`config.mk`:
```
export PLATFORM = sky130hd
export DESIGN_NAME = escaped_frame_receiver_unit
export DESIGN_NICKNAME = d
export VERILOG_FILES = /design/src/efr_pkg.sv /design/src/escaped_frame_receiver_unit.sv /design/src/efr_decode.sv
export SDC_FILE = /design/constraint.sdc
export NUM_CORES = 1
export LEC_CHECK = 0
export ABC_AREA = 1
export BUFFER_PORTS_ARGS = -buffer_cell sky130_fd_sc_hd__buf_2
export CORE_MARGIN = 5
export CORE_UTILIZATION = 45
export CTS_BUF_LIST = sky130_fd_sc_hd__clkbuf_8
export DETAILED_ROUTE_END_ITERATION = 16
export GPL_TIMING_DRIVEN = 0
export SYNTH_ARGS = -nofsm -noshare
export SYNTH_HDL_FRONTEND = slang
export SYNTH_SLANG_ARGS = --single-unit
```
`constraint.sdc`:
```
create_clock -name clk -period 4.6 [get_ports clk]
set_input_delay 0.92 -clock clk [delete_from_list [all_inputs] [get_ports clk]]
set_output_delay 0.92 -clock clk [all_outputs]
set_load 0.05 [all_outputs]
```
`src/efr_pkg.sv`:
```
// Shared types and constants for the escaped frame receiver.
package efr_pkg;

  localparam int unsigned ByteW  = 8;
  localparam int unsigned KindW  = 3;
  localparam int unsigned OutCntW = 10;
  localparam int unsigned MaxLenW = 10;
  localparam int unsigned CfgIdxW = 3;
  localparam int unsigned CfgDataW = 10;

  localparam logic [KindW-1:0] EV_START    = 3'd0;
  localparam logic [KindW-1:0] EV_BODY     = 3'd1;
  localparam logic [KindW-1:0] EV_END      = 3'd2;
  localparam logic [KindW-1:0] EV_ESC_ERR  = 3'd3;
  localparam logic [KindW-1:0] EV_OVERFLOW = 3'd4;

  localparam logic [CfgIdxW-1:0] REG_FLAG_BYTE    = 3'd0;
  localparam logic [CfgIdxW-1:0] REG_ESCAPE_BYTE  = 3'd1;
  localparam logic [CfgIdxW-1:0] REG_ESC_FLAG     = 3'd2;
  localparam logic [CfgIdxW-1:0] REG_ESC_ESCAPE   = 3'd3;
  localparam logic [CfgIdxW-1:0] REG_MAX_LEN      = 3'd4;

  localparam logic [ByteW-1:0]   FLAG_RESET       = 8'd126;
  localparam logic [ByteW-1:0]   ESCAPE_RESET     = 8'd125;
  localparam logic [ByteW-1:0]   ESC_FLAG_RESET   = 8'd2;
  localparam logic [ByteW-1:0]   ESC_ESCAPE_RESET = 8'd1;
  localparam logic [MaxLenW-1:0] MAX_LEN_RESET    = 10'd512;

  typedef struct packed {
    logic [ByteW-1:0]   flag_byte;
    logic [ByteW-1:0]   escape_byte;
    logic [ByteW-1:0]   escaped_flag_code;
    logic [ByteW-1:0]   escaped_escape_code;
    logic [MaxLenW-1:0] max_frame_length;
  } cfg_t;

  typedef struct packed {
    logic in_frame;
    logic escape_pending;
  } flags_t;

  typedef struct packed {
    logic             valid;
    logic [KindW-1:0] kind;
    logic [ByteW-1:0] data;
  } result_t;

endpackage

```
`src/escaped_frame_receiver_unit.sv`:
```
// Top level of the escaped frame receiver: configuration, input stage and result register.
//
// Raw link bytes arrive on the input channel (in_valid, in_stall, rx_byte); each
// accepted request is one byte. Deframing events leave on the output channel
// (out_valid, out_stall, frame_byte, event_kind, byte_count): a frame start, an
// unescaped body byte, a frame end, an escape error or an overflow abort. A byte
// outside a frame that is not the flag, and a held escape byte, give no event.
// An accepted byte is held in the input register; its event, if any, is
// registered in the result register as the byte leaves the input register. One byte
// is taken per cycle, limited only by the output side: while a result waits under
// out_stall, one more byte is held in the input register and in_stall then rises.
// Frame state advances as a byte leaves the input register.
// Configuration registers are written through cfg_write, cfg_index and cfg_data
// and should only change while no byte is in flight. Synchronous reset empties
// both stages, leaves the block outside any frame and restores default register
// values (flag 126, escape 125, codes 2 and 1, maximum length 512).
module escaped_frame_receiver_unit #(
  parameter int unsigned FRAME_LIMIT = 512
) (
  input  logic                         clk,
  input  logic                         rst,
  input  logic                         cfg_write,
  input  logic [efr_pkg::CfgIdxW-1:0]  cfg_index,
  input  logic [efr_pkg::CfgDataW-1:0] cfg_data,
  input  logic                         in_valid,
  output logic                         in_stall,
  input  logic [efr_pkg::ByteW-1:0]    rx_byte,
  output logic                         out_valid,
  input  logic                         out_stall,
  output logic [efr_pkg::ByteW-1:0]    frame_byte,
  output logic [efr_pkg::KindW-1:0]    event_kind,
  output logic [efr_pkg::OutCntW-1:0]  byte_count
);

  localparam int unsigned CW = $clog2(FRAME_LIMIT + 1);
  localparam int unsigned LW = (CW > efr_pkg::OutCntW) ? CW : efr_pkg::OutCntW;

  efr_pkg::cfg_t             cfg;
  efr_pkg::flags_t           flags;
  efr_pkg::flags_t           flags_next;
  logic [CW-1:0]             count;
  logic [CW-1:0]             count_next;
  efr_pkg::result_t          res;
  logic                      stage_valid;
  logic [efr_pkg::ByteW-1:0] stage_byte;
  logic                      stage_adv;
  logic                      in_take;
  logic [LW-1:0]             count_ext;

  assign stage_adv = !out_valid || !out_stall;
  assign in_stall  = stage_valid && !stage_adv;
  assign in_take   = in_valid && !in_stall;
  assign count_ext = LW'(count_next);

  always_ff @(posedge clk) begin
    if (rst) begin
      cfg.flag_byte           <= efr_pkg::FLAG_RESET;
      cfg.escape_byte         <= efr_pkg::ESCAPE_RESET;
      cfg.escaped_flag_code   <= efr_pkg::ESC_FLAG_RESET;
      cfg.escaped_escape_code <= efr_pkg::ESC_ESCAPE_RESET;
      cfg.max_frame_length    <= efr_pkg::MAX_LEN_RESET;
    end else if (cfg_write) begin
      unique case (cfg_index)
        efr_pkg::REG_FLAG_BYTE:   cfg.flag_byte <= cfg_data[efr_pkg::ByteW-1:0];
        efr_pkg::REG_ESCAPE_BYTE: cfg.escape_byte <= cfg_data[efr_pkg::ByteW-1:0];
        efr_pkg::REG_ESC_FLAG:    cfg.escaped_flag_code <= cfg_data[efr_pkg::ByteW-1:0];
        efr_pkg::REG_ESC_ESCAPE:  cfg.escaped_escape_code <= cfg_data[efr_pkg::ByteW-1:0];
        efr_pkg::REG_MAX_LEN:     cfg.max_frame_length <= cfg_data[efr_pkg::MaxLenW-1:0];
        default: ;
      endcase
    end
  end

  always_ff @(posedge clk) begin
    if (rst) begin
      stage_valid <= 1'b0;
    end else if (in_take) begin
      stage_valid <= 1'b1;
    end else if (stage_adv) begin
      stage_valid <= 1'b0;
    end
  end

  always_ff @(posedge clk) begin
    if (in_take) begin
      stage_byte <= rx_byte;
    end
  end

  efr_decode #(
    .FRAME_LIMIT(FRAME_LIMIT)
  ) u_decode (
    .cfg       (cfg),
    .flags     (flags),
    .count     (count),
    .rx        (stage_byte),
    .flags_next(flags_next),
    .count_next(count_next),
    .res       (res)
  );

  always_ff @(posedge clk) begin
    if (rst) begin
      flags     <= '0;
      count     <= '0;
      out_valid <= 1'b0;
    end else if (stage_valid && stage_adv) begin
      flags     <= flags_next;
      count     <= count_next;
      out_valid <= res.valid;
    end else if (!out_stall) begin
      out_valid <= 1'b0;
    end
  end

  always_ff @(posedge clk) begin
    if (stage_valid && stage_adv && res.valid) begin
      frame_byte <= res.data;
      event_kind <= res.kind;
      byte_count <= count_ext[efr_pkg::OutCntW-1:0];
    end
  end

endmodule

```
`src/efr_decode.sv`:
```
// Per-byte deframing step: next state and optional result for one received byte.
module efr_decode #(
  parameter int unsigned FRAME_LIMIT = 512
) (
  input  efr_pkg::cfg_t                      cfg,
  input  efr_pkg::flags_t                    flags,
  input  logic [$clog2(FRAME_LIMIT+1)-1:0]   count,
  input  logic [efr_pkg::ByteW-1:0]          rx,
  output efr_pkg::flags_t                    flags_next,
  output logic [$clog2(FRAME_LIMIT+1)-1:0]   count_next,
  output efr_pkg::result_t                   res
);

  localparam int unsigned CW = $clog2(FRAME_LIMIT + 1);
  localparam int unsigned LW = (CW > efr_pkg::MaxLenW) ? CW : efr_pkg::MaxLenW;
  localparam logic [LW-1:0] LimitMax = LW'(FRAME_LIMIT);

  logic [CW-1:0]             count_inc;
  logic [LW-1:0]             max_len_ext;
  logic [LW-1:0]             limit;
  logic                      over;
  logic [efr_pkg::ByteW-1:0] body_val;
  logic                      body_go;

  assign count_inc   = count + CW'(1);
  assign max_len_ext = LW'(cfg.max_frame_length);
  assign limit       = (max_len_ext > LimitMax) ? LimitMax : max_len_ext;
  assign over        = LW'(count_inc) >= limit;

  always_comb begin
    flags_next = flags;
    count_next = count;
    res        = '0;
    body_go    = 1'b0;
    body_val   = rx;
    if (!flags.in_frame) begin
      if (rx == cfg.flag_byte) begin
        flags_next.in_frame       = 1'b1;
        flags_next.escape_pending = 1'b0;
        count_next = CW'(1);
        res.valid  = 1'b1;
        res.kind   = efr_pkg::EV_START;
        res.data   = cfg.flag_byte;
      end
    end else if (flags.escape_pending) begin
      flags_next.escape_pending = 1'b0;
      if (rx == cfg.escaped_flag_code) begin
        body_go  = 1'b1;
        body_val = cfg.flag_byte;
      end else if (rx == cfg.escaped_escape_code) begin
        body_go  = 1'b1;
        body_val = cfg.escape_byte;
      end else begin
        count_next          = count_inc;
        flags_next.in_frame = 1'b0;
        res.valid = 1'b1;
        res.kind  = efr_pkg::EV_ESC_ERR;
        res.data  = rx;
      end
    end else if (rx == cfg.escape_byte) begin
      flags_next.escape_pending = 1'b1;
    end else if (rx == cfg.flag_byte) begin
      res.valid = 1'b1;
      res.data  = cfg.flag_byte;
      if (count == CW'(1)) begin
        count_next = CW'(1);
        res.kind   = efr_pkg::EV_START;
      end else begin
        count_next          = count_inc;
        flags_next.in_frame = 1'b0;
        res.kind            = efr_pkg::EV_END;
      end
    end else begin
      body_go = 1'b1;
    end

    if (body_go) begin
      count_next = count_inc;
      res.valid  = 1'b1;
      res.data   = body_val;
      if (over) begin
        flags_next.in_frame = 1'b0;
        res.kind            = efr_pkg::EV_OVERFLOW;
      end else begin
        res.kind = efr_pkg::EV_BODY;
      end
    end
  end

endmodule

```
==> impl_metrics.py, run 1 <==
metrics = {
    "clock_tree": {
        "root_buffer": "clkbuf_8",
        "clockBufferDepth": 2,
        "cts_tree": "yes",
        "cts.repair.resized": 0,
        "htree_levels": 3,
        "numCtsBuffers": 9,
        "clk_pin_slew_ps": 80,
        "clock_sinks": 85,
        "worstSkewPairLatency_ps": 360,
        "postCtsHoldBufs": 0,
        "post-cts-setup-buffers": 0,
    },
    "cells_and_area": {
        "nets": 672,
        "mostFrequentLayoutCell": "nand2_1",
        "diodes": 0,
        "seqCellArea_um2": 1990,
        "syn_to_final_growth_pct": 13.3,
        "mostFrequentLayoutCells": "nand2_1 (147), nor2_1 (69), inv_1 (66)",
        "drive_above_1_share_pct": 18.2,
        "fill_cells": 991,
        "multi_input_area_um2": 2140,
    },
    "global_route": {
        "grt_pass1_vias": 3612,
        "met1_usage_pct": 26.3,
        "grt_use_met2_pct": 31.0,
        "grt_start_max_net_pins": 23,
        "overflow": 0,
        "grtUsageTotal_pct": 19.3,
        "busiest_layer": "met2",
        "met3_usage_pct": 3.76,
        "grt_pass1_wl_um": 17800,
        "antenna_found_initial": 0,
    },
    "worst_setup_path": {
        "crit_fanout": 6,
        "r2r-end": "flags[1]$_SDFFE_PP0P_",
        "r2r_slack_ps": 1540,
        "start_kind": "flip-flop",
        "critPathRequiredTime_ps": 4830,
        "path_common_cell": "nand2_1",
        "r2r_start": "count[0]$_SDFFE_PP0P_",
        "r2r_cells": 11,
        "cp-end-kind": "flip-flop",
        "critical_path_class": "reg2reg",
        "cp.arrival_ps": 3290,
        "critPathSlowestCell": "o41ai_1",
        "cp_cell_sequence": "nand3_1, nor3_2, nand2_1, nor3_1, xor2_1, ha_1, nand2_1, o41ai_1, nand2_1, nand3_1, a21oi_1",
        "cpPeakStageDelay_ps": 810,
    },
    "worst_hold_path": {
        "min_path_type": "reg2reg",
        "hold_start": "cfg[18]$_SDFFE_PP0P_",
        "min_to": "cfg[18]$_SDFFE_PP0P_",
        "worstHoldPathCells": 2,
    },
    "sta": {
        "tightestPinTransition_ps": 856,
        "clock_skew_ps": 5.17,
        "period_share_pct": 66.4,
        "period_needed_ps": 3060,
        "fmax_mhz": 327,
        "max_slew_margin_pct": 42.2,
        "rsz0062_at_grt": "false",
        "final-max-slew-violation-count": 0,
        "setup_viol": 0,
        "hold_slack_ps": 475,
        "hold_viol_final": 0,
        "finalSetupTns_ps": 0,
    },
    "detailed_routing": {
        "ant_nets": 0,
        "drc": 0,
        "via_count": 3790,
        "drt_first_pass_iters": 5,
        "drt_wl_total_um": 10600,
        "detail_route.iter0.violations": 219,
        "post_drt_wl_per_cell_um": 13.7,
        "drt-vias-per-instance": 4.91,
    },
    "synthesis": {
        "yosys_register_bits": 85,
        "synth_area_um2": 4490,
        "syn-instance-count": 575,
        "yosys_warnings": 0,
        "ys_seq_area_share_pct": 44.4,
        "synth_area_leaders": "dfxtp_1 (25%), edfxtp_1 (19%), nand2_1 (12%)",
        "ys_types": 41,
        "synth_nets": 613,
        "synth_top_area_cell": "dfxtp_1",
        "syn_area_per_cell_um2": 7.81,
        "synth_top_cell_area_share_pct": 25.0,
    },
    "power_and_ir_drop": {
        "leakage_nw": 2.34,
        "ir_drop_mv": 0.149,
        "p_per_area_nw_per_um2": 302,
    },
    "status": {
        "status": "finished clean",
    },
    "placed_design": {
        "place_hpwl_um": 8110,
        "gp_congestion": 0.881,
        "numPortBuffers": 48,
    },
    "floorplanning": {
        "die_w_um": 110,
        "core.rowCount": 36,
        "num_io_pins": 49,
        "floorplan.die.height_um": 110,
        "fp.dieArea_um2": 12100,
        "coreArea_um2": 9730,
        "start_util_pct": 46.1,
    },
    "flow_run": {
        "drv_cap": 0,
    },
}
## power breakdown
part           internal (W)  switching, W
Combinational     0.0000692      0.000117
Sequential         0.000800     0.0000236
Clock              0.000260      0.000267
## routing by layer
metal  up-vias  part of all wire [%]
li1       1973                     -
met1      1708                    47
met2        95                    46
met3        14                   5.4
met4         0                   1.3
met5         -                     0
## worst max-delay path: cells and delay by family (launching register included)
kind | cells | cell delay [ps]
AO/OA/AOI/OAI | 2 | 870
XOR/XNOR | 1 | 340
adder cells (fa/ha/maj) | 1 | 200
flip-flops | 1 | 470
AND/OR/NAND/NOR | 7 | 1040
## cells in the mapped netlist
library cell / instances
nor4_1: 2
edfxtp_1: 29
clkbuf_1: 9
inv_2: 9
nor2_4: 2
xnor2_1: 13
xor2_1: 8
nand3_2: 8
nor3_4: 1
buf_4: 1
ha_1: 12
inv_4: 1
nor2_2: 3
nand2_1: 147
o221ai_1: 3
nand2_2: 14
and3_1: 1
a21oi_2: 1
o22ai_1: 1
clkinv_1: 2
o21ai_0: 33
nor3_2: 2
or2_1: 1
nor2_8: 1
nand2_4: 1
inv_1: 65
o211ai_1: 12
buf_2: 3
nand4_1: 5
a31oi_1: 1
a21oi_1: 28
nand3_1: 15
o21a_2: 1
nand2_8: 1
o41ai_1: 2
dfxtp_1: 56
buf_6: 1
o21a_1: 1
nor2_1: 69
nand3_4: 3
nor3_1: 7
## worst max-delay path by stage
stage | slack, ps | end | cells past startpoint | start
floorplan | 2310 | in_stall | 2 | out_stall
finish | 1540 | flags[1]$_SDFFE_PP0P_ | 11 | count[0]$_SDFFE_PP0P_
CTS | 1550 | flags[1]$_SDFFE_PP0P_ | 11 | count[0]$_SDFFE_PP0P_
global placement | 1610 | flags[1]$_SDFFE_PP0P_ | 11 | count[0]$_SDFFE_PP0P_
detailed placement | 1570 | flags[1]$_SDFFE_PP0P_ | 11 | count[0]$_SDFFE_PP0P_
global route | 1330 | flags[1]$_SDFFE_PP0P_ | 11 | count[0]$_SDFFE_PP0P_
## registers in the layout, summed over array words and instances, names as in the netlist
register     cells
cfg             42
byte_count      10
count           10
frame_byte       8
stage_byte       8
event_kind       3
flags            2
out_valid        1
stage_valid      1
## logic make-up (layout without fill, tap and decap cells)
group	count (synthesis)	count (layout)	share of synthesized area, %
AOI/OAI and AO/OA	83	83	10.6
xor gates and xnor gates	21	21	4.10
adders and majority gates	12	12	3.35
buffers and inverters	91	155	8.00
DFF	85	85	44.4
and+or+nand+nor	283	283	29.6
## through the flow
step / util (%) / area (µm²) / setup slack, ps / instances / total power, W
finish: 52.3 / 5090 / 1540 / 772 / 0.00154
global route: 52.3 / 5090 / 1330 / 772 / 0.00162
CTS: 52.3 / 5090 / 1550 / 772 / 0.00155
detailed placement: 50.3 / 4890 / 1570 / 756 / 0.00103
global placement: 50.3 / 4890 / 1610 / 756 / 0.00102
floorplan: - / 4490 / 2310 / 575 / 0.000968
## cell type report
class / count / area share, %
Tap cell: 133 / 3.27
Multi-Input combinational cell: 399 / 42.0
Timing Repair Buffer: 48 / 4.72
Clock inverter: 6 / 1.06
Clock buffer: 10 / 2.71
Sequential cell: 85 / 39.2
Buffer: 14 / 1.33
Inverter: 77 / 5.73
(Power assumes the default switching activity.)
==> run 2, diff against run 1 <==
--- a/config.mk
+++ b/config.mk
@@ -12,6 +12,7 @@
 export CTS_BUF_LIST = sky130_fd_sc_hd__clkbuf_8
 export DETAILED_ROUTE_END_ITERATION = 16
 export GPL_TIMING_DRIVEN = 0
+export PLACE_DENSITY = 0.66
 export SYNTH_ARGS = -nofsm -noshare
 export SYNTH_HDL_FRONTEND = slang
 export SYNTH_SLANG_ARGS = --single-unit
==> constraint.sdc (replaced) <==
create_clock -name clk -period 2.75 [get_ports clk]
set_input_delay 0.55 -clock clk [delete_from_list [all_inputs] [get_ports clk]]
set_output_delay 0.55 -clock clk [all_outputs]
set_load 0.05 [all_outputs]
==> run 2 against run 1 <==
  * Wire length is 2.7% lower
  * Count of clock-buffer cells in the layout is 1 higher
  * Cell area is 0.98% higher
==> impl_metrics.py, run 2 (synthesis results as in run 1) <==
metrics = {
    "placed_design": {
        "place_area_um2": 4890,
        "place_hpwl_um": 7850,
        "gp_congestion": 0.923,
        "numPortBuffers": 48,
    },
    "flow_run": {
        "drv_cap": 0,
    },
    "sta": {
        "hold_slack_ps": 354,
        "fmax_mhz": 385,
        "hold_viol_final": 0,
        "clock_skew_ps": 9.97,
        "period_share_pct": 94.5,
        "final-max-slew-violation-count": 0,
        "tightestPinTransition_ps": 758,
        "setup_viol": 0,
        "period_needed_ps": 2600,
        "max_slew_margin_pct": 49.3,
    },
    "cells_and_area": {
        "final_area_um2": 5140,
        "largest_reg_flops": 42,
        "mostFrequentLayoutCell": "nand2_1",
        "regMostFlops": "cfg",
        "mostFrequentLayoutCells": "nand2_1 (147), nor2_1 (69), inv_1 (65)",
        "drive_above_1_share_pct": 19.1,
        "reg_top3": "cfg: 42 flops, byte_count: 10 flops, count: 10 flops",
        "syn_to_final_growth_pct": 14.4,
        "nets": 673,
        "diodes": 0,
    },
    "clock_tree": {
        "htree_levels": 3,
        "root_buffer": "clkbuf_8",
        "postCtsHoldBufs": 0,
        "clockBufferDepth": 2,
        "worstSkewPairLatency_ps": 360,
        "clock_sinks": 85,
        "numCtsBuffers": 9,
        "clk_pin_slew_ps": 90,
        "cts_tree": "yes",
    },
    "worst_setup_path": {
        "start_kind": "flip-flop",
        "cp.arrival_ps": 2720,
        "r2r_cells": 13,
        "r2r_slack_ps": 150,
        "cp_cell_sequence": "nand3_1, nor3_2, nand2_1, nor3_2, xor2_1, ha_1, nand2_1, nor2_1, o211ai_1, and3_1, o41ai_2, nand2_1, inv_1",
        "path_common_cell": "nand2_1",
        "critPathRequiredTime_ps": 2870,
        "crit_fanout": 6,
        "critical_path_class": "reg2reg",
        "critPathSlowestCell": "dfxtp_2",
        "r2r_start": "count[0]$_SDFFE_PP0P_",
        "cpPeakStageDelay_ps": 400,
        "cp-end-kind": "flip-flop",
        "r2r-end": "event_kind[2]$_SDFFCE_PN0P_",
    },
    "floorplanning": {
        "num_io_pins": 49,
        "die_w_um": 110,
        "floorplan.die.height_um": 110,
        "start_util_pct": 46.1,
        "coreArea_um2": 9730,
        "core.rowCount": 36,
        "fp.dieArea_um2": 12100,
    },
    "worst_hold_path": {
        "hold_start": "rx_byte[1]",
        "min_to": "stage_byte[1]$_DFFE_PP_",
        "worstHoldPathCells": 1,
        "min_path_type": "in2reg",
    },
    "global_route": {
        "overflow": 0,
        "grt_pass1_vias": 3548,
        "grtUsageTotal_pct": 18.4,
        "antenna_found_initial": 0,
        "grt_pass1_wl_um": 17100,
        "grt_start_max_net_pins": 23,
    },
    "status": {
        "status": "finished clean",
    },
    "detailed_routing": {
        "ant_nets": 0,
        "detail_route.iter0.violations": 206,
        "drt_wl_total_um": 10300,
        "post_drt_wl_per_cell_um": 13.3,
        "via_count": 3756,
        "drc": 0,
        "drt_first_pass_iters": 5,
        "drt-vias-per-instance": 4.86,
    },
    "power_and_ir_drop": {
        "ir_drop_mv": 0.375,
        "leakage_nw": 2.35,
        "power_w": 0.00265,
        "p_per_area_nw_per_um2": 516,
    },
}
run 2: layout make-up:
class	instances	area, µm²
Buffer	14	67.6
Clock buffer	11	151
Fill cell	976	4590
Sequential cell	85	1990
Clock inverter	5	67.6
Timing Repair Buffer	49	248
Multi-Input combinational cell	399	2150
Inverter	77	292
Tap cell	133	166
run 2: worst max-delay path by stage:
stage                                  endpoint  cells past startpoint                   from
floorplan           event_kind[2]$_SDFFCE_PN0P_                     12  count[2]$_SDFFE_PP0P_
global placement          flags[1]$_SDFFE_PP0P_                     11  count[0]$_SDFFE_PP0P_
detailed placement        flags[1]$_SDFFE_PP0P_                     11  count[0]$_SDFFE_PP0P_
CTS                 event_kind[2]$_SDFFCE_PN0P_                     13  count[0]$_SDFFE_PP0P_
global route        event_kind[2]$_SDFFCE_PN0P_                     13  count[3]$_SDFFE_PP0P_
finish              event_kind[2]$_SDFFCE_PN0P_                     13  count[0]$_SDFFE_PP0P_
run 2: timing repair:
action	4_1_cts	5_1_grt
hold endpoints to repair	0	0
endpoints found under the setup margin	3	3
gates cloned	0	0
pin swaps	0	1
setup buffers	0	1
resized for setup	1	3
run 2: power by group:
group / internal, W / switching [W] / leakage, nW
registers: 0.00134 / 0.0000393 / 0.746
logic: 0.000118 / 0.000196 / 1.50
clock network: 0.000481 / 0.000477 / 0.112
total: 0.00194 / 0.000712 / 2.35
run 2: metrics by stage:
stage / setup TNS [ps] / util [%] / std cells / worst slack, ps
after CTS: 0 / 52.6 / 772 / 5.61
after global routing: -47.5 / 52.8 / 773 / -28.6
after floorplan: 0 / - / 575 / 483
after global placement: -232 / 50.3 / 756 / -111
final: 0 / 52.8 / 773 / 150
after detailed placement: -344 / 50.3 / 756 / -149
run 2: critical path: cells and delay by family, from the launching register on:
family	cells	cell delay, ps
simple gates	8	1110
buf+inv	1	40
compound gates	2	200
flops	1	400
xor+xnor	1	310
fa+ha+maj	1	310
run 2: per-layer routing:
metal  vias to the layer above  GRT usage (%)  part of all wire [%]
li1                       1970              -                     -
met3                        13           2.70                   5.1
met5                         -              0                     0
met2                        94           29.8                    46
met4                         0           7.12                   1.7
met1                      1679           24.9                    47
==> run 3, diff against run 2 <==
--- a/config.mk
+++ b/config.mk
@@ -5,11 +5,11 @@
 export SDC_FILE = /design/constraint.sdc
 export NUM_CORES = 1
 export LEC_CHECK = 0
-export ABC_AREA = 1
 export BUFFER_PORTS_ARGS = -buffer_cell sky130_fd_sc_hd__buf_2
 export CORE_MARGIN = 5
 export CORE_UTILIZATION = 45
 export CTS_BUF_LIST = sky130_fd_sc_hd__clkbuf_8
+export CTS_CLUSTER_SIZE = 20
 export DETAILED_ROUTE_END_ITERATION = 16
 export GPL_TIMING_DRIVEN = 0
 export PLACE_DENSITY = 0.66
==> run 3 against run 2 <==
  * Count of clock-buffer cells in the layout is 2 lower
  * Sequential power fell by 4%
  * Non-clock buffer count rose by 11
  * Critical endpoint is now flags[1]$_SDFFE_PP0P_
  * Fmax rose by 0.39%
  * First-iteration DRC count down 18%
  * Largest power group unchanged
  * Critical path depth decreased by 1
==> impl_metrics.py, run 3 <==
metrics = {
    "status": {
        "status": "finished clean",
    },
    "synthesis": {
        "syn-instance-count": 474,
        "yosys_register_bits": 85,
        "ys_types": 54,
        "synth_edf_count": 29,
        "synth_top_area_cell": "dfxtp_1",
        "yosys_most_used_dff": "dfxtp_1",
        "postSynth.asyncResetShare_pct": 0,
        "synth_area_um2": 4390,
        "ys_seq_area_share_pct": 45.3,
        "synth_top_cell_area_share_pct": 25.5,
        "synth_nets": 512,
        "syn_area_per_cell_um2": 9.27,
        "synth_area_leaders": "dfxtp_1 (26%), edfxtp_1 (20%), nand2_1 (8.0%)",
        "yosys_warnings": 0,
        "ys_top_cells_by_count": "nand2_1 (94), dfxtp_1 (56), a21oi_1 (35)",
        "synth.most_common_cell": "nand2_1",
    },
    "sta": {
        "max_slew_margin_pct": 43.4,
        "hold_viol_final": 0,
        "period_needed_ps": 2590,
        "tightestPinTransition_ps": 848,
        "final-max-slew-violation-count": 0,
        "fmax_mhz": 386,
        "clock_skew_ps": 9.27,
        "setup_viol": 0,
        "hold_slack_ps": 362,
        "period_share_pct": 94.2,
    },
    "detailed_routing": {
        "drt_wl_total_um": 10500,
        "detail_route.iter0.violations": 169,
        "drt-vias-per-instance": 5.26,
        "drt_first_pass_iters": 5,
        "post_drt_wl_per_cell_um": 15.6,
        "via_count": 3532,
        "drc": 0,
        "ant_nets": 0,
    },
    "floorplanning": {
        "fp.dieArea_um2": 11800,
        "coreArea_um2": 9640,
        "die_w_um": 109,
        "num_io_pins": 49,
        "core.rowCount": 36,
        "floorplan.die.height_um": 109,
        "start_util_pct": 45.6,
    },
    "clock_tree": {
        "root_buffer": "clkbuf_8",
        "postCtsHoldBufs": 0,
        "worstSkewPairLatency_ps": 360,
        "htree_levels": 3,
        "clock_sinks": 85,
        "numCtsBuffers": 9,
        "clockBufferDepth": 2,
        "clk_pin_slew_ps": 90,
        "cts_tree": "yes",
    },
    "placed_design": {
        "numPortBuffers": 47,
        "place_hpwl_um": 7650,
        "gp_congestion": 0.845,
        "place_area_um2": 4790,
    },
    "cells_and_area": {
        "reg_top3": "cfg: 42 flops, byte_count: 10 flops, count: 10 flops",
        "regMostFlops": "cfg",
        "largest_reg_flops": 42,
        "mostFrequentLayoutCell": "nand2_1",
        "mostFrequentLayoutCells": "nand2_1 (94), buf_2 (54), dfxtp_1 (52)",
        "nets": 572,
        "drive_above_1_share_pct": 21.3,
        "syn_to_final_growth_pct": 17.1,
        "final_area_um2": 5140,
        "diodes": 0,
    },
    "power_and_ir_drop": {
        "p_per_area_nw_per_um2": 485,
        "leakage_nw": 1.99,
        "ir_drop_mv": 0.275,
    },
    "worst_setup_path": {
        "r2r_start": "count[0]$_SDFFE_PP0P_",
        "start_kind": "flip-flop",
        "cp.arrival_ps": 2840,
        "crit_fanout": 7,
        "cp-end-kind": "flip-flop",
        "r2r-end": "flags[1]$_SDFFE_PP0P_",
        "r2r_cells": 12,
        "critPathRequiredTime_ps": 3000,
        "critical_path_class": "reg2reg",
        "r2r_slack_ps": 160,
    },
    "global_route": {
        "antenna_found_initial": 0,
        "grt_pass1_vias": 3333,
        "grt_pass1_wl_um": 17000,
        "grt_use_met2_pct": 29.5,
        "overflow": 0,
        "grt_start_max_net_pins": 31,
        "met1_usage_pct": 25.6,
        "busiest_layer": "met2",
        "met3_usage_pct": 3.49,
        "grtUsageTotal_pct": 18.7,
    },
    "worst_hold_path": {
        "hold_start": "rx_byte[7]",
        "min_path_type": "in2reg",
        "min_to": "stage_byte[7]$_DFFE_PP_",
        "worstHoldPathCells": 1,
    },
    "flow_run": {
        "drv_cap": 0,
    },
}
[run 3: stage by stage]
step	total power [W]	utilization [%]	TNS, ps	std cells	worst slack [ps]
2_1_floorplan	0.00148	-	0	474	182
6_report	0.00250	53.4	0	672	160
4_1_cts	0.00251	52.4	0	671	8.27
3_5_place_dp	0.00154	49.7	-851	654	-392
3_3_place_gp	0.00154	49.7	-815	654	-375
5_1_grt	0.00259	53.4	-28.3	672	-28.3
[run 3: what timing repair did]
action | in CTS | in global routing
setup buffers | 1 | 3
endpoints found under the setup margin | 3 | 3
pin swaps | 1 | 4
gates resized for setup | 5 | 17
[run 3: final cells by class]
cell class,count,area (µm²)
buffer,23,125
fill,919,4500
tap,133,166
clock inverter,7,97.6
clock buffer,9,124
inverter,21,78.8
timing repair buffer,51,265
sequential,85,2000
multi-input combinational,343,2280
[run 3: report_power, final]
part / leakage, nW / internal, W / switching [W] / total [W]
clock: 0.112 / 0.000516 / 0.000465 / 0.000981
combinational: 1.11 / 0.0000705 / 0.000114 / 0.000185
sequential: 0.762 / 0.00131 / 0.0000164 / 0.00133
[run 3: cells by family (layout without fill, tap and decap cells)]
logic type	Yosys count	after routing	share of synthesized area [%]
compound gates	97	97	16.2
xor+xnor	39	39	7.78
fa+ha+maj	12	12	3.42
buf+inv	46	111	4.81
flops	85	85	45.3
mux	2	2	0.456
simple gates	193	193	22.0
[run 3: worst max path at each step]
stage                                        to             startpoint  cells past startpoint
after detailed placement  flags[1]$_SDFFE_PP0P_  count[0]$_SDFFE_PP0P_                     12
after CTS                 flags[1]$_SDFFE_PP0P_  count[0]$_SDFFE_PP0P_                     12
after floorplan           flags[1]$_SDFFE_PP0P_  count[0]$_SDFFE_PP0P_                     12
after global placement    flags[1]$_SDFFE_PP0P_  count[0]$_SDFFE_PP0P_                     12
after global routing      flags[1]$_SDFFE_PP0P_    cfg[5]$_SDFFE_PP0P_                     11
final                     flags[1]$_SDFFE_PP0P_  count[0]$_SDFFE_PP0P_                     12
[run 3: critical path, cell delays in order (launching register included)]
cell	delay (ps)
dfxtp_4	400
ha_4	170
nand3_4	90
or3_4	400
xor2_4	160
inv_1	60
ha_1	270
nand2_1	70
nor2_2	100
o31ai_2	90
a311oi_2	360
nor4b_2	250
a211oi_1	70
[run 3: per-layer routing]
| layer | up-vias | wire, µm |
|---|---|---|
| li1 | 1773 | - |
| met1 | 1645 | 4740 |
| met2 | 92 | 4930 |
| met3 | 22 | 659 |
| met4 | 0 | 187 |
| met5 | - | 0 |
